===== config.mk =====
export PLATFORM = sky130hd
export DESIGN_NAME = ascii_setting_command_parser
export DESIGN_NICKNAME = d
export VERILOG_FILES = /design/src/hdl/ascp_pkg.sv /design/src/hdl/ascp_line_core.sv /design/src/hdl/ascii_setting_command_parser.sv
export SDC_FILE = /design/constraint.sdc
export NUM_CORES = 1
export LEC_CHECK = 0
export ABC_AREA = 1
export BUFFER_PORTS_ARGS = -buffer_cell sky130_fd_sc_hd__buf_2
export CORE_UTILIZATION = 25
export CTS_CLUSTER_DIAMETER = 200
export DETAILED_ROUTE_END_ITERATION = 8
export GPL_ROUTABILITY_DRIVEN = 1
export PLACE_DENSITY = 0.37
export SLEW_MARGIN = 20
export SYNTH_ARGS = -nofsm -noshare
export SYNTH_HDL_FRONTEND = slang
export SYNTH_HIERARCHICAL = 1
export SYNTH_SLANG_ARGS = --single-unit

===== constraint.sdc =====
create_clock -name clk -period 4 [get_ports clk]
set_input_delay 0.6 -clock clk [delete_from_list [all_inputs] [get_ports clk]]
set_output_delay 0.6 -clock clk [all_outputs]
set_load 0.03 [all_outputs]

===== src/hdl/ascp_pkg.sv =====
// ----------------------------------------------------------------------------
// ascp_pkg
// Shared constants, types and prefix character lookups for the ASCII setting
// command parser.
// ----------------------------------------------------------------------------
package ascp_pkg;

  localparam int LINE_LEN        = 64;
  localparam int POS_W           = $clog2(LINE_LEN);
  localparam int FREQ_PREFIX_LEN = 17;
  localparam int MODE_PREFIX_LEN = 12;
  localparam int FREQ_MAX        = 10000;
  localparam int MODE_MAX        = 3;
  localparam int VALUE_SAT       = 10001;
  localparam int VAL_W           = 14;
  localparam int ACC_W           = 18;

  localparam logic [7:0] CH_LF    = 8'd10;
  localparam logic [7:0] CH_CR    = 8'd13;
  localparam logic [7:0] CH_TAB   = 8'd9;
  localparam logic [7:0] CH_VT    = 8'd11;
  localparam logic [7:0] CH_FF    = 8'd12;
  localparam logic [7:0] CH_SPACE = 8'd32;
  localparam logic [7:0] CH_PLUS  = 8'h2b;
  localparam logic [7:0] CH_MINUS = 8'h2d;
  localparam logic [7:0] CH_ZERO  = 8'h30;
  localparam logic [7:0] CH_NINE  = 8'h39;

  // number scan phases
  localparam logic [1:0] PH_BLANK  = 2'd0;
  localparam logic [1:0] PH_DIGITS = 2'd1;
  localparam logic [1:0] PH_DONE   = 2'd2;

  // result status codes
  localparam logic [2:0] ST_FREQ_SET  = 3'd0;
  localparam logic [2:0] ST_MODE_SET  = 3'd1;
  localparam logic [2:0] ST_BAD_FREQ  = 3'd2;
  localparam logic [2:0] ST_BAD_MODE  = 3'd3;
  localparam logic [2:0] ST_UNKNOWN   = 3'd4;
  localparam logic [2:0] ST_TOO_LONG  = 3'd5;

  typedef struct packed {
    logic             valid;
    logic [2:0]       status;
    logic [VAL_W-1:0] frequency;
    logic [1:0]       mode;
  } result_t;

  function automatic logic [7:0] freq_char(input logic [4:0] idx);
    logic [7:0] c;
    case (idx)
      5'd0:    c = "T";
      5'd1:    c = "a";
      5'd2:    c = "r";
      5'd3:    c = "g";
      5'd4:    c = "e";
      5'd5:    c = "t";
      5'd6:    c = " ";
      5'd7:    c = "F";
      5'd8:    c = "r";
      5'd9:    c = "e";
      5'd10:   c = "q";
      5'd11:   c = "u";
      5'd12:   c = "e";
      5'd13:   c = "n";
      5'd14:   c = "c";
      5'd15:   c = "y";
      5'd16:   c = " ";
      default: c = 8'h00;
    endcase
    return c;
  endfunction

  function automatic logic [7:0] mode_char(input logic [4:0] idx);
    logic [7:0] c;
    case (idx)
      5'd0:    c = "O";
      5'd1:    c = "u";
      5'd2:    c = "t";
      5'd3:    c = "p";
      5'd4:    c = "u";
      5'd5:    c = "t";
      5'd6:    c = " ";
      5'd7:    c = "M";
      5'd8:    c = "o";
      5'd9:    c = "d";
      5'd10:   c = "e";
      5'd11:   c = " ";
      default: c = 8'h00;
    endcase
    return c;
  endfunction

endpackage


===== src/hdl/ascp_line_core.sv =====
// ----------------------------------------------------------------------------
// ascp_line_core
// Line state, prefix match and atoi-style number scan. Updates the setting
// registers and forms the result for one character per fire.
// ----------------------------------------------------------------------------
module ascp_line_core (
  input  logic                   clk,
  input  logic                   rst,
  input  logic                   fire,
  input  logic [7:0]             rx_char,
  output ascp_pkg::result_t      res
);

  logic [ascp_pkg::VAL_W-1:0] target_frequency, target_frequency_next;
  logic [1:0]                 output_select, output_select_next;
  logic [ascp_pkg::POS_W-1:0] char_position, char_position_next;
  logic                       freq_prefix_ok, freq_prefix_ok_next;
  logic                       mode_prefix_ok, mode_prefix_ok_next;
  logic [1:0]                 number_phase, number_phase_next;
  logic                       number_negative, number_negative_next;
  logic [ascp_pkg::VAL_W-1:0] number_value, number_value_next;

  logic                       is_term, is_digit, is_blank, is_sign;
  logic                       freq_line, mode_line, feed, neg_nonzero, overflow;
  logic [ascp_pkg::ACC_W-1:0] acc;
  logic [ascp_pkg::VAL_W-1:0] acc_sat;

  assign is_term  = (rx_char == ascp_pkg::CH_LF) || (rx_char == ascp_pkg::CH_CR);
  assign is_digit = (rx_char >= ascp_pkg::CH_ZERO) && (rx_char <= ascp_pkg::CH_NINE);
  assign is_blank = (rx_char == ascp_pkg::CH_TAB) || (rx_char == ascp_pkg::CH_VT) ||
                    (rx_char == ascp_pkg::CH_FF) || (rx_char == ascp_pkg::CH_SPACE);
  assign is_sign  = (rx_char == ascp_pkg::CH_PLUS) || (rx_char == ascp_pkg::CH_MINUS);

  assign freq_line = freq_prefix_ok &&
                     (char_position >= ascp_pkg::POS_W'(ascp_pkg::FREQ_PREFIX_LEN));
  assign mode_line = mode_prefix_ok &&
                     (char_position >= ascp_pkg::POS_W'(ascp_pkg::MODE_PREFIX_LEN));
  // prefixes differ in the first character, so at most one line kind feeds
  assign feed      = freq_line || mode_line;
  assign overflow  = (char_position == ascp_pkg::POS_W'(ascp_pkg::LINE_LEN - 1));
  assign neg_nonzero = number_negative && (number_value != '0);

  // value * 10 + digit, saturated
  assign acc = (ascp_pkg::ACC_W'(number_value) << 3) + (ascp_pkg::ACC_W'(number_value) << 1)
             + ascp_pkg::ACC_W'(rx_char - ascp_pkg::CH_ZERO);
  assign acc_sat = (acc > ascp_pkg::ACC_W'(ascp_pkg::VALUE_SAT)) ?
                   ascp_pkg::VAL_W'(ascp_pkg::VALUE_SAT) : acc[ascp_pkg::VAL_W-1:0];

  always_comb begin
    target_frequency_next = target_frequency;
    output_select_next    = output_select;
    char_position_next    = char_position;
    freq_prefix_ok_next   = freq_prefix_ok;
    mode_prefix_ok_next   = mode_prefix_ok;
    number_phase_next     = number_phase;
    number_negative_next  = number_negative;
    number_value_next     = number_value;
    res.valid             = 1'b0;
    res.status            = ascp_pkg::ST_UNKNOWN;

    if (is_term) begin
      res.valid = 1'b1;
      if (freq_line) begin
        if (!neg_nonzero && (number_value <= ascp_pkg::VAL_W'(ascp_pkg::FREQ_MAX))) begin
          target_frequency_next = number_value;
          res.status            = ascp_pkg::ST_FREQ_SET;
        end else begin
          res.status = ascp_pkg::ST_BAD_FREQ;
        end
      end else if (mode_line) begin
        if (!number_negative && (number_value >= ascp_pkg::VAL_W'(1)) &&
            (number_value <= ascp_pkg::VAL_W'(ascp_pkg::MODE_MAX))) begin
          output_select_next = number_value[1:0];
          res.status         = ascp_pkg::ST_MODE_SET;
        end else begin
          res.status = ascp_pkg::ST_BAD_MODE;
        end
      end else begin
        res.status = ascp_pkg::ST_UNKNOWN;
      end
    end else begin
      if (char_position < ascp_pkg::POS_W'(ascp_pkg::FREQ_PREFIX_LEN)) begin
        if (rx_char != ascp_pkg::freq_char(char_position[4:0])) begin
          freq_prefix_ok_next = 1'b0;
        end
      end
      if (char_position < ascp_pkg::POS_W'(ascp_pkg::MODE_PREFIX_LEN)) begin
        if (rx_char != ascp_pkg::mode_char(char_position[4:0])) begin
          mode_prefix_ok_next = 1'b0;
        end
      end
      if (feed) begin
        case (number_phase)
          ascp_pkg::PH_BLANK: begin
            if (is_blank) begin
              number_phase_next = ascp_pkg::PH_BLANK;
            end else if (is_sign) begin
              number_negative_next = (rx_char == ascp_pkg::CH_MINUS);
              number_phase_next    = ascp_pkg::PH_DIGITS;
            end else if (is_digit) begin
              number_phase_next = ascp_pkg::PH_DIGITS;
              number_value_next = acc_sat;
            end else begin
              number_phase_next = ascp_pkg::PH_DONE;
            end
          end
          ascp_pkg::PH_DIGITS: begin
            if (is_digit) begin
              number_value_next = acc_sat;
            end else begin
              number_phase_next = ascp_pkg::PH_DONE;
            end
          end
          default: begin
            number_phase_next = number_phase;
          end
        endcase
      end
      char_position_next = char_position + ascp_pkg::POS_W'(1);
      if (overflow) begin
        res.valid  = 1'b1;
        res.status = ascp_pkg::ST_TOO_LONG;
      end
    end

    // a status ends the line
    if (res.valid) begin
      char_position_next   = '0;
      freq_prefix_ok_next  = 1'b1;
      mode_prefix_ok_next  = 1'b1;
      number_phase_next    = ascp_pkg::PH_BLANK;
      number_negative_next = 1'b0;
      number_value_next    = '0;
    end

    res.frequency = target_frequency_next;
    res.mode      = output_select_next;
  end

  always_ff @(posedge clk) begin
    if (rst) begin
      target_frequency <= '0;
      output_select    <= '0;
      char_position    <= '0;
      freq_prefix_ok   <= 1'b1;
      mode_prefix_ok   <= 1'b1;
      number_phase     <= ascp_pkg::PH_BLANK;
      number_negative  <= 1'b0;
      number_value     <= '0;
    end else if (fire) begin
      target_frequency <= target_frequency_next;
      output_select    <= output_select_next;
      char_position    <= char_position_next;
      freq_prefix_ok   <= freq_prefix_ok_next;
      mode_prefix_ok   <= mode_prefix_ok_next;
      number_phase     <= number_phase_next;
      number_negative  <= number_negative_next;
      number_value     <= number_value_next;
    end
  end

endmodule


===== src/hdl/ascii_setting_command_parser.sv =====
// ----------------------------------------------------------------------------
// ascii_setting_command_parser
// Parses "Target Frequency <n>" and "Output Mode <n>" command lines from a
// received character stream and reports one status per line.
//
// One character is taken per clock while the result side keeps up; a status
// item is offered once the terminating CR or LF has gone from the input
// register through the single parse pass into the result register, which
// may wait on a stalled status. Overlong lines give a too-long status on
// the 64th character without a terminator, which is dropped. frequency and
// mode show the setting registers as they stand after the reported line.
// ----------------------------------------------------------------------------
module ascii_setting_command_parser (
  input  logic        clk,
  input  logic        rst,
  input  logic        in_valid,
  output logic        in_stall,
  input  logic [7:0]  rx_byte,
  output logic        out_valid,
  input  logic        out_stall,
  output logic [2:0]  status,
  output logic [13:0] frequency,
  output logic [1:0]  mode
);

  logic              s1_valid;
  logic [7:0]        s1_char;
  logic              fire;
  logic              in_take;
  ascp_pkg::result_t res;

  // the parse stage moves when the result register is free or being drained
  assign fire     = s1_valid && (!out_valid || !out_stall);
  assign in_stall = s1_valid && !fire;
  assign in_take  = in_valid && !in_stall;

  ascp_line_core u_core (
    .clk     (clk),
    .rst     (rst),
    .fire    (fire),
    .rx_char (s1_char),
    .res     (res)
  );

  always_ff @(posedge clk) begin
    if (rst) begin
      s1_valid <= 1'b0;
    end else if (in_take) begin
      s1_valid <= 1'b1;
    end else if (fire) begin
      s1_valid <= 1'b0;
    end
  end

  always_ff @(posedge clk) begin
    if (in_take) begin
      s1_char <= rx_byte;
    end
  end

  always_ff @(posedge clk) begin
    if (rst) begin
      out_valid <= 1'b0;
    end else if (fire && res.valid) begin
      out_valid <= 1'b1;
    end else if (!out_stall) begin
      out_valid <= 1'b0;
    end
  end

  always_ff @(posedge clk) begin
    if (fire && res.valid) begin
      status    <= res.status;
      frequency <= res.frequency;
      mode      <= res.mode;
    end
  end

endmodule


-- Word level (Yosys, flattened, before mapping)
Memories as Yosys holds them, arrays and structs flattened. A register that Yosys moved wholly into a read port is not among the register bits.
Index checks and enable logic that the tools add are counted.
- bits of input ports: 12
- RAM bits: 0
- ROM bits: 336
- memories kept: 2
- latch bits: 0
- word-level logic and storage cells: 147
- output and inout port bits: 21
- register bits: 70
- eq/ne operators: 18
- divide/modulo/power cells: 0
- muxes and demuxes: 58
- order comparisons: 10
- bitwise operators: 0
- add/sub/neg operators: 4
- multipliers: 0
- reductions and logical operators: 41
- shift-type cells: 0
- memory list (memory ; depth ; width ; read ports ; clocked after memory_dff ; wr ports ; line ; RTL):
    (no name shown) ; 32 ; 7 ; 1 ; 1 ; 0 ; ascp_pkg.sv:51 ; case (idx)
    (no name shown) ; 16 ; 7 ; 1 ; 1 ; 0 ; ascp_pkg.sv:76 ; case (idx)
- operator list (kind ; number):
    two-way mux 14 bit ; 10
    == test 8 x 4 -> 1 bit (second input constant) ; 5
    two-way mux 8 bit ; 5
    case mux 14 bit (2 select lines) ; 1
    two-way mux 2 bit ; 13
    == test 8 x 6 -> 1 bit (second input constant) ; 3
    adder 17 x 15 -> 18 bit ; 1
    adder 18 bit ; 1
    > comparator 18 x 14 -> 1 bit (second input constant) ; 1
    two-way mux 1 bit ; 18
    two-way mux 4 bit ; 4
    != test 8 bit ; 2
    nonzero test 2 bit ; 8
    >= comparator 14 x 1 -> 1 bit (second input constant) ; 1
    <= comparator 14 bit (second input constant) ; 1
    <= comparator 14 x 2 -> 1 bit (second input constant) ; 1
    nonzero test 14 bit ; 1
    two-way mux 6 bit ; 2
    AND reduction 6 bit ; 2
    logical AND 1 bit ; 11
    two-way mux 5 bit ; 2
    != test 3 bit (second input constant) ; 3
    subtractor 8 x 6 -> 9 bit (second input constant) ; 1
    >= comparator 8 x 6 -> 1 bit (second input constant) ; 1
    19 further kinds ; 33

-- Depth between registers and ports, before layout
Gate-level depths: netlist (run 1).
- word-level depth: 11
- depth in mapped cells: 19
- depth with buffers taken out: 18

-- Hierarchy
Netlist (run 1), hierarchy kept.
- modules (own cells, without submodules) (module ; area an instance (um2) ; sequential area each (um2) ; instances ; cells each):
    ascp_line_core ; 4534.3 ; 1101.1 ; 1 ; 697
    ascii_setting_command_parser ; 914.6 ; 850.8 ; 1 ; 45

-- Least setup slack after synthesis (run 1)
OpenSTA, ideal clock, no wires.
- path type: register to register
- from: register s1_char[4]
- to: register u_core/number_value[10] in the netlist's numbering
- library setup time: 0.132 ns
- path slack: 0.566 ns
- data arrival time: 3.302 ns
- data required time: 3.868 ns
- period minus slack after synthesis: 3.434 ns
- buffers on the path: 1
- cell stages (with the launch flop): 18
- path through: edfxtp_1 -> ha_1 -> nor2_1 -> fa_1 -> ha_1 -> nand2_1 -> inv_1 -> a21oi_1 -> nand2_1 -> nand2_1 -> nand3b_1 -> nand2_1 -> nand2_1 -> nor2_2 -> buf_2 -> nand3_1 -> nand2_1 -> a21oi_1
- longest elaborated chain between the ends: 11
- elaborated cells on any way between the ends: 34
- classes of those cells: add/sub (2); order compare (3); eq/ne (11); mux (9); reduce/logical (9)
- RTL lines (what ; line ; RTL):
    start: declaration ; ascii_setting_command_parser.sv:27 ; logic [7:0] s1_char;
    start signal: assignment ; ascii_setting_command_parser.sv:57 ; s1_char <= rx_byte;
    subtractor 8 x 6 -> 9 bit ; ascp_line_core.sv:45 ; + ascp_pkg::ACC_W'(rx_char - ascp_pkg::CH_ZERO);
    adder 18 bit ; ascp_line_core.sv:45 ;
    > comparator 18 x 14 -> 1 bit ; ascp_line_core.sv:46 ; assign acc_sat = (acc > ascp_pkg::ACC_W'(ascp_pkg::VALUE_SAT)) ?
    two-way mux 14 bit ; ascp_line_core.sv:46 ;
    two-way mux 14 bit ; ascp_line_core.sv:100, ascp_line_core.sv:108 ;
    two-way mux 14 bit ; ascp_line_core.sv:97 ; end else if (is_sign) begin
    two-way mux 14 bit ; ascp_line_core.sv:95 ; if (is_blank) begin
    case mux 14 bit (2 select lines) ; ascp_line_core.sv:93 ; case (number_phase)
    two-way mux 14 bit ; ascp_line_core.sv:92 ; if (feed) begin
    two-way mux 14 bit ; ascp_line_core.sv:61 ; if (is_term) begin
    two-way mux 14 bit ; ascp_line_core.sv:127 ; if (res.valid) begin
    end signal: assignment ; ascp_line_core.sv:158 ; number_value <= number_value_next;
    end: declaration ; ascp_line_core.sv:21 ; logic [ascp_pkg::VAL_W-1:0] number_value, number_value_next;
Several ways; a longest one is shown, not always the timed one. The select of a mux whose other input is x is not followed.
A chain may end at the register's enable or synchronous reset.

-- Worst setup path after layout (run 1)
- from: register s1_char[4]
- to: register u_core/number_value[4] in the netlist's numbering
The elaborated chain is that of the path after synthesis.

==> flow_summary.yaml, run 1 <==
placed_design:
  place.gp.congestion: 0.868
  dp_slack_ns: 0.324
  dp_hpwl_mm: 11.1
  numPortBuffers: 32
  post_dp_cell_area_sq_mm: 0.00589
job:
  maxCapViolations: 0
logic_synthesis:
  synth_common_cells: "202 x nand2_1, 93 x inv_1, 78 x nor2_1, 57 x dfxtp_1, 45 x nand3_1"
  synthMostInstantiatedCell: "nand2_1"
  ys.warnings.count: 6
  synth.distinct_cells: 42
  synth_area_leader_cell: "dfxtp_1"
  synth_area_sq_mm: 0.00545
  synth_top_area_frac: 0.209
  ys_ff_latch: 84
  synthArstFlopShare: 0
  synth_ff_type: "dfxtp_1"
  synth_edf_count: 27
  synthesis.nets: 799
  avgSynthCellArea_sq_um: 7.34
  synth.area.top_cells: "dfxtp_1 21%, edfxtp_1 15%, nand2_1 14%, ha_1 7.3%, inv_1 6.4%"
  synth_cells: 742
  ys_seq_area_frac: 0.358
global_routing:
  grt_pass1_wl_mm: 23.5
  grt_usage: 0.133
  grt.overflow.total: 0
  antenna_found_initial: 0
  grt_pass1_vias: 4685
  grt_max_degree: 37
timing:
  fin_ws_ns: 0.352
  fin_crit_sh: 0.912
  whs_ns: 0.434
  max_freq_ghz: 0.274
  setup-tns-final_ns: 0
  fin_crit_ns: 3.65
  max_slew_margin: 0.474
  rsz0062_at_grt: "false"
  clock_skew_ns: 0.00949
  setup_violations: 0
  drv_slew: 0
  hold_viol_final: 0
  worstMarginPinSlew_ns: 0.790
floorplan:
  die_y_um: 150
  design.die.area_sq_mm: 0.0224
  io_pins: 33
  coreArea_sq_mm: 0.0212
  die_w_um: 150
  rows: 53
  start_util: 0.257
route:
  ant_nets: 0
  wl_per_cell_um: 13.5
  drc: 0
  dr.pass1.iters: 5
  vias_per_cell: 4.56
  drtIter0Drc: 207
  wirelength_mm: 14.2
  vias: 4789
worst_setup_path:
  critPathArrivalTime_ns: 3.91
  critPathMaxFanout: 13
  crit_type: "reg2reg"
  crit_buf_inv: 1
  cp_data_required_time_ns: 4.26
  crit_family: "simple AND/OR/NAND/NOR gates"
  cpMaxStageDelayCell: "edfxtp_1"
  r2r_setup_slack_ns: 0.35
  start_kind: "flop"
  cp_slowest_stage_delay_ns: 0.45
  crit_path_end_kind: "flop"
  cp_common_cell: "nand2_1"
  path_cells: "ha_1 -> nor2_1 -> buf_4 -> fa_1 -> ha_1 -> nand2_1 -> nor2_1 -> nand3_1 -> nand2_1 -> nand3_1 -> nand2_1 -> xor2_1 -> nand2_2 -> nand3_1 -> nand2_1 -> a21oi_1"
clocking:
  clockRootBuffer: "clkbuf_16"
  clk_latency_ns: 0.34
  cts_tree: "built"
  clock_path_buffers: 2
  numCtsBuffers: 9
  post_cts_buffers: 0
  cts.sinks: 84
  path_clk_slew_ns: 0.06
  cts_htree_levels: 3
pwr:
  total_leakage_power_nw: 3.10
  power.density_mw_per_mm2: 329
  vdd_ir_drop_max_uv: 175
final_layout:
  fin_area_sq_mm: 0.00622
  drive_gt1_frac: 0.107
  final_nets: 828
  syn2layout_area_growth_pct: 14.2
  n_antenna_cell: 0
hold_path:
  hold_class: "in2reg"
outcome:
  status: "completed"
-- report_power, final --
group	internal (mW)	switching [mW]	leakage, nW
sequential	0.907	0.0189	0.724
combinational	0.0693	0.128	2.21
clock	0.571	0.353	0.160
-- worst reg2reg max path: stages, from the launching register on --
cell	delay, ns
edfxtp_1	0.45
ha_1	0.30
nor2_1	0.18
buf_4	0.22
fa_1	0.44
ha_1	0.38
nand2_1	0.13
nor2_1	0.12
nand3_1	0.11
nand2_1	0.17
nand3_1	0.11
nand2_1	0.11
xor2_1	0.31
nand2_2	0.23
nand3_1	0.12
nand2_1	0.06
a21oi_1	0.13
-- metrics by stage --
stage | utilization | power [mW] | std cells
after floorplan | - | 1.09 | 742
after global placement | 0.277 | 1.14 | 1035
after detailed placement | 0.277 | 1.14 | 1035
after CTS | 0.293 | 2.08 | 1051
after global routing | 0.293 | 2.14 | 1051
final | 0.293 | 2.05 | 1051
-- routing by layer --
| metal | share of wire | up-vias | global-route usage |
|---|---|---|---|
| met5 | 0 | - | 0 |
| met4 | 0.022 | 0 | 0.0454 |
| met1 | 0.46 | 2237 | 0.164 |
| met2 | 0.49 | 68 | 0.232 |
| li1 | - | 2465 | - |
| met3 | 0.026 | 19 | 0.0247 |
-- logic make-up after synthesis --
group                      Yosys count  share of synthesized area
adders and majority gates           45                      0.121
DFF                                 84                      0.358
xor gates and xnor gates            10                     0.0161
AOI/OAI and AO/OA                   88                     0.0884
and+or+nand+nor                    392                      0.324
buffers and inverters              123                     0.0925
-- layout by cell type, fill, tap and decap left out, drive strengths merged, types with 2 or more instances in the layout --
cell	count
a211oi	2
a21oi	36
a221oi	2
buf	37
bufinv	2
clkbuf	10
dfxtp	57
edfxtp	27
fa	13
ha	32
inv	106
nand2	207
nand3	47
nand3b	5
nand4	26
nor2	86
nor3	10
nor4	5
o2111ai	3
o21a	2
o21ai	38
or2	6
xnor2	2
xor2	8
-- worst paths after layout --
kind	start	endpoint	cells past startpoint
setup / recovery	s1_char[4]$_DFFE_PP_	u_core/number_value[4]$_SDFFE_PP0P_	16
hold / removal	rx_byte[2]	s1_char[2]$_DFFE_PP_	1
setup reg to reg	s1_char[4]$_DFFE_PP_	u_core/number_value[4]$_SDFFE_PP0P_	16
hold reg to reg	u_core/mode_prefix_ok$_SDFFE_PP1P_	u_core/mode_prefix_ok$_SDFFE_PP1P_	2
-- layout make-up --
class                      instances  area (sq um)
clock buffer                      10           239
clock inverter                     6          93.8
fill                            2331         15000
inverter                         104           400
multi-input combinational        535          3000
sequential                        84          1950
tap                              275           344
timing repair buffer              37           198
-- repair_timing --
action	4_1_cts	5_1_grt
setup endpoints to repair	0	7
resized for setup	0	1
hold endpoints to repair	0	0
hold buffers	0	0
Power figures use the tool's default switching activity.
==> inputs of run 2 (changes only) <==
--- a/config.mk
+++ b/config.mk
@@ -7,11 +7,12 @@
 export LEC_CHECK = 0
 export ABC_AREA = 1
 export BUFFER_PORTS_ARGS = -buffer_cell sky130_fd_sc_hd__buf_2
-export CORE_UTILIZATION = 25
+export CORE_UTILIZATION = 30
 export CTS_CLUSTER_DIAMETER = 200
 export DETAILED_ROUTE_END_ITERATION = 8
 export GPL_ROUTABILITY_DRIVEN = 1
-export PLACE_DENSITY = 0.37
+export PLACE_DENSITY = 0.42
+export RECOVER_POWER = 25
 export SLEW_MARGIN = 20
 export SYNTH_ARGS = -nofsm -noshare
 export SYNTH_HDL_FRONTEND = slang
==> flow_summary.yaml, run 2 (synthesis gave the netlist of run 1 again) <==
route:
  vias_per_cell: 4.74
  dr.pass1.iters: 5
  wirelength_mm: 13.7
  vias: 4745
  drtIter0Drc: 283
  ant_nets: 0
  drc: 0
  wl_per_cell_um: 13.7
pwr:
  power.density_mw_per_mm2: 320
  vdd_ir_drop_max_uv: 194
  power_mw: 1.95
  total_leakage_power_nw: 3.01
timing:
  fin_crit_ns: 3.67
  max_slew_margin: -0.275
  worstMarginPinSlew_ns: 1.91
  drv_slew: 37
  fin_crit_sh: 0.917
  rsz0062_at_grt: "false"
  whs_ns: 0.433
  setup-tns-final_ns: 0
  setup_violations: 0
  clock_skew_ns: 0.00687
  fin_ws_ns: 0.331
  max_freq_ghz: 0.273
  hold_viol_final: 0
placed_design:
  post_dp_cell_area_sq_mm: 0.00582
  dp_hpwl_mm: 10.6
  place.gp.congestion: 0.834
  dp_slack_ns: 0.462
  numPortBuffers: 32
floorplan:
  die_y_um: 137
  coreArea_sq_mm: 0.0175
  die_w_um: 137
  io_pins: 33
  design.die.area_sq_mm: 0.0187
  start_util: 0.311
  rows: 48
final_layout:
  mostFrequentLayoutCell: "nand2_1"
  n_antenna_cell: 0
  final_nets: 828
  mostFrequentLayoutCells: "202 x nand2_1, 93 x inv_1, 78 x nor2_1"
  syn2layout_area_growth_pct: 11.8
  drive_gt1_frac: 0.0799
  fin_area_sq_mm: 0.00609
  num-fill-cells: 1890
worst_setup_path:
  cp_common_cell: "nand2_1"
  path_depth: 15
  crit_type: "reg2reg"
  cp_data_required_time_ns: 4.13
  rr_worst_depth: 15
  start_kind: "flop"
  cpMaxStageDelayCell: "edfxtp_1"
  crit_family: "simple AND/OR/NAND/NOR gates"
  crit_path_end_kind: "flop"
  critPathArrivalTime_ns: 3.80
  cp_slowest_stage_delay_ns: 0.46
  crit_buf_inv: 1
  path_cells: "ha_1 -> nor2_1 -> buf_4 -> fa_1 -> ha_1 -> nand2_1 -> nor2_1 -> nand3_1 -> nand2_1 -> nand3_1 -> nand2_1 -> xor2_1 -> nand2_1 -> nand4_1 -> a21oi_1"
  critPathMaxFanout: 13
clocking:
  cts_resized: 0
  numCtsBuffers: 9
  path_clk_slew_ns: 0.06
  cts_tree: "built"
  clockRootBuffer: "clkbuf_16"
  post_cts_buffers: 0
  postCtsHoldBufs: 0
  clock_path_buffers: 2
  clk_latency_ns: 0.34
  cts.sinks: 84
  cts_htree_levels: 3
hold_path:
  hold_depth: 1
  hold_class: "in2reg"
outcome:
  status: "finished, violations left"
  violations: "max-capacitance violations, max-slew violations"
job:
  maxCapViolations: 1
global_routing:
  grt_pass1_wl_mm: 22.5
  grt_pass1_vias: 4523
  antenna_found_initial: 0
  grt_usage: 0.156
  grt.overflow.total: 0
  grt_max_degree: 37
## run 2: metrics by stage
step,std cells,utilization
6_report,1001,0.348
5_1_grt,1001,0.348
4_1_cts,1001,0.349
3_5_place_dp,985,0.332
3_3_place_gp,985,0.332
2_1_floorplan,742,-
## run 2: where the power goes
| group | internal, mW | switching (mW) |
|---|---|---|
| combinational | 0.0694 | 0.125 |
| sequential | 0.907 | 0.0184 |
| clock | 0.486 | 0.342 |
| total | 1.46 | 0.485 |
## run 2: worst paths after layout
path | startpoint | to | slack [ns]
worst max-delay path | s1_char[4]$_DFFE_PP_ | u_core/number_value[2]$_SDFFE_PP0P_ | 0.33
worst min-delay path | rx_byte[7] | s1_char[7]$_DFFE_PP_ | 0.43
worst max register to register | s1_char[4]$_DFFE_PP_ | u_core/number_value[2]$_SDFFE_PP0P_ | 0.33
worst min register to register | u_core/freq_prefix_ok$_SDFFE_PP1P_ | u_core/freq_prefix_ok$_SDFFE_PP1P_ | 0.45
## run 2: cell type report
cell class	count	area [sq um]	share of cell area
multi-input combinational	535	2990	0.491
sequential	84	1950	0.320
inverter	104	400	0.0657
tap	225	282	0.0462
clock buffer	11	233	0.0382
timing repair buffer	37	173	0.0283
clock inverter	5	62.6	0.0103
## run 2: routing by layer
metal	share of wire	GRT usage
met5	0	0
met4	0.0076	0.0366
met3	0.026	0.0326
met2	0.51	0.279
met1	0.46	0.190
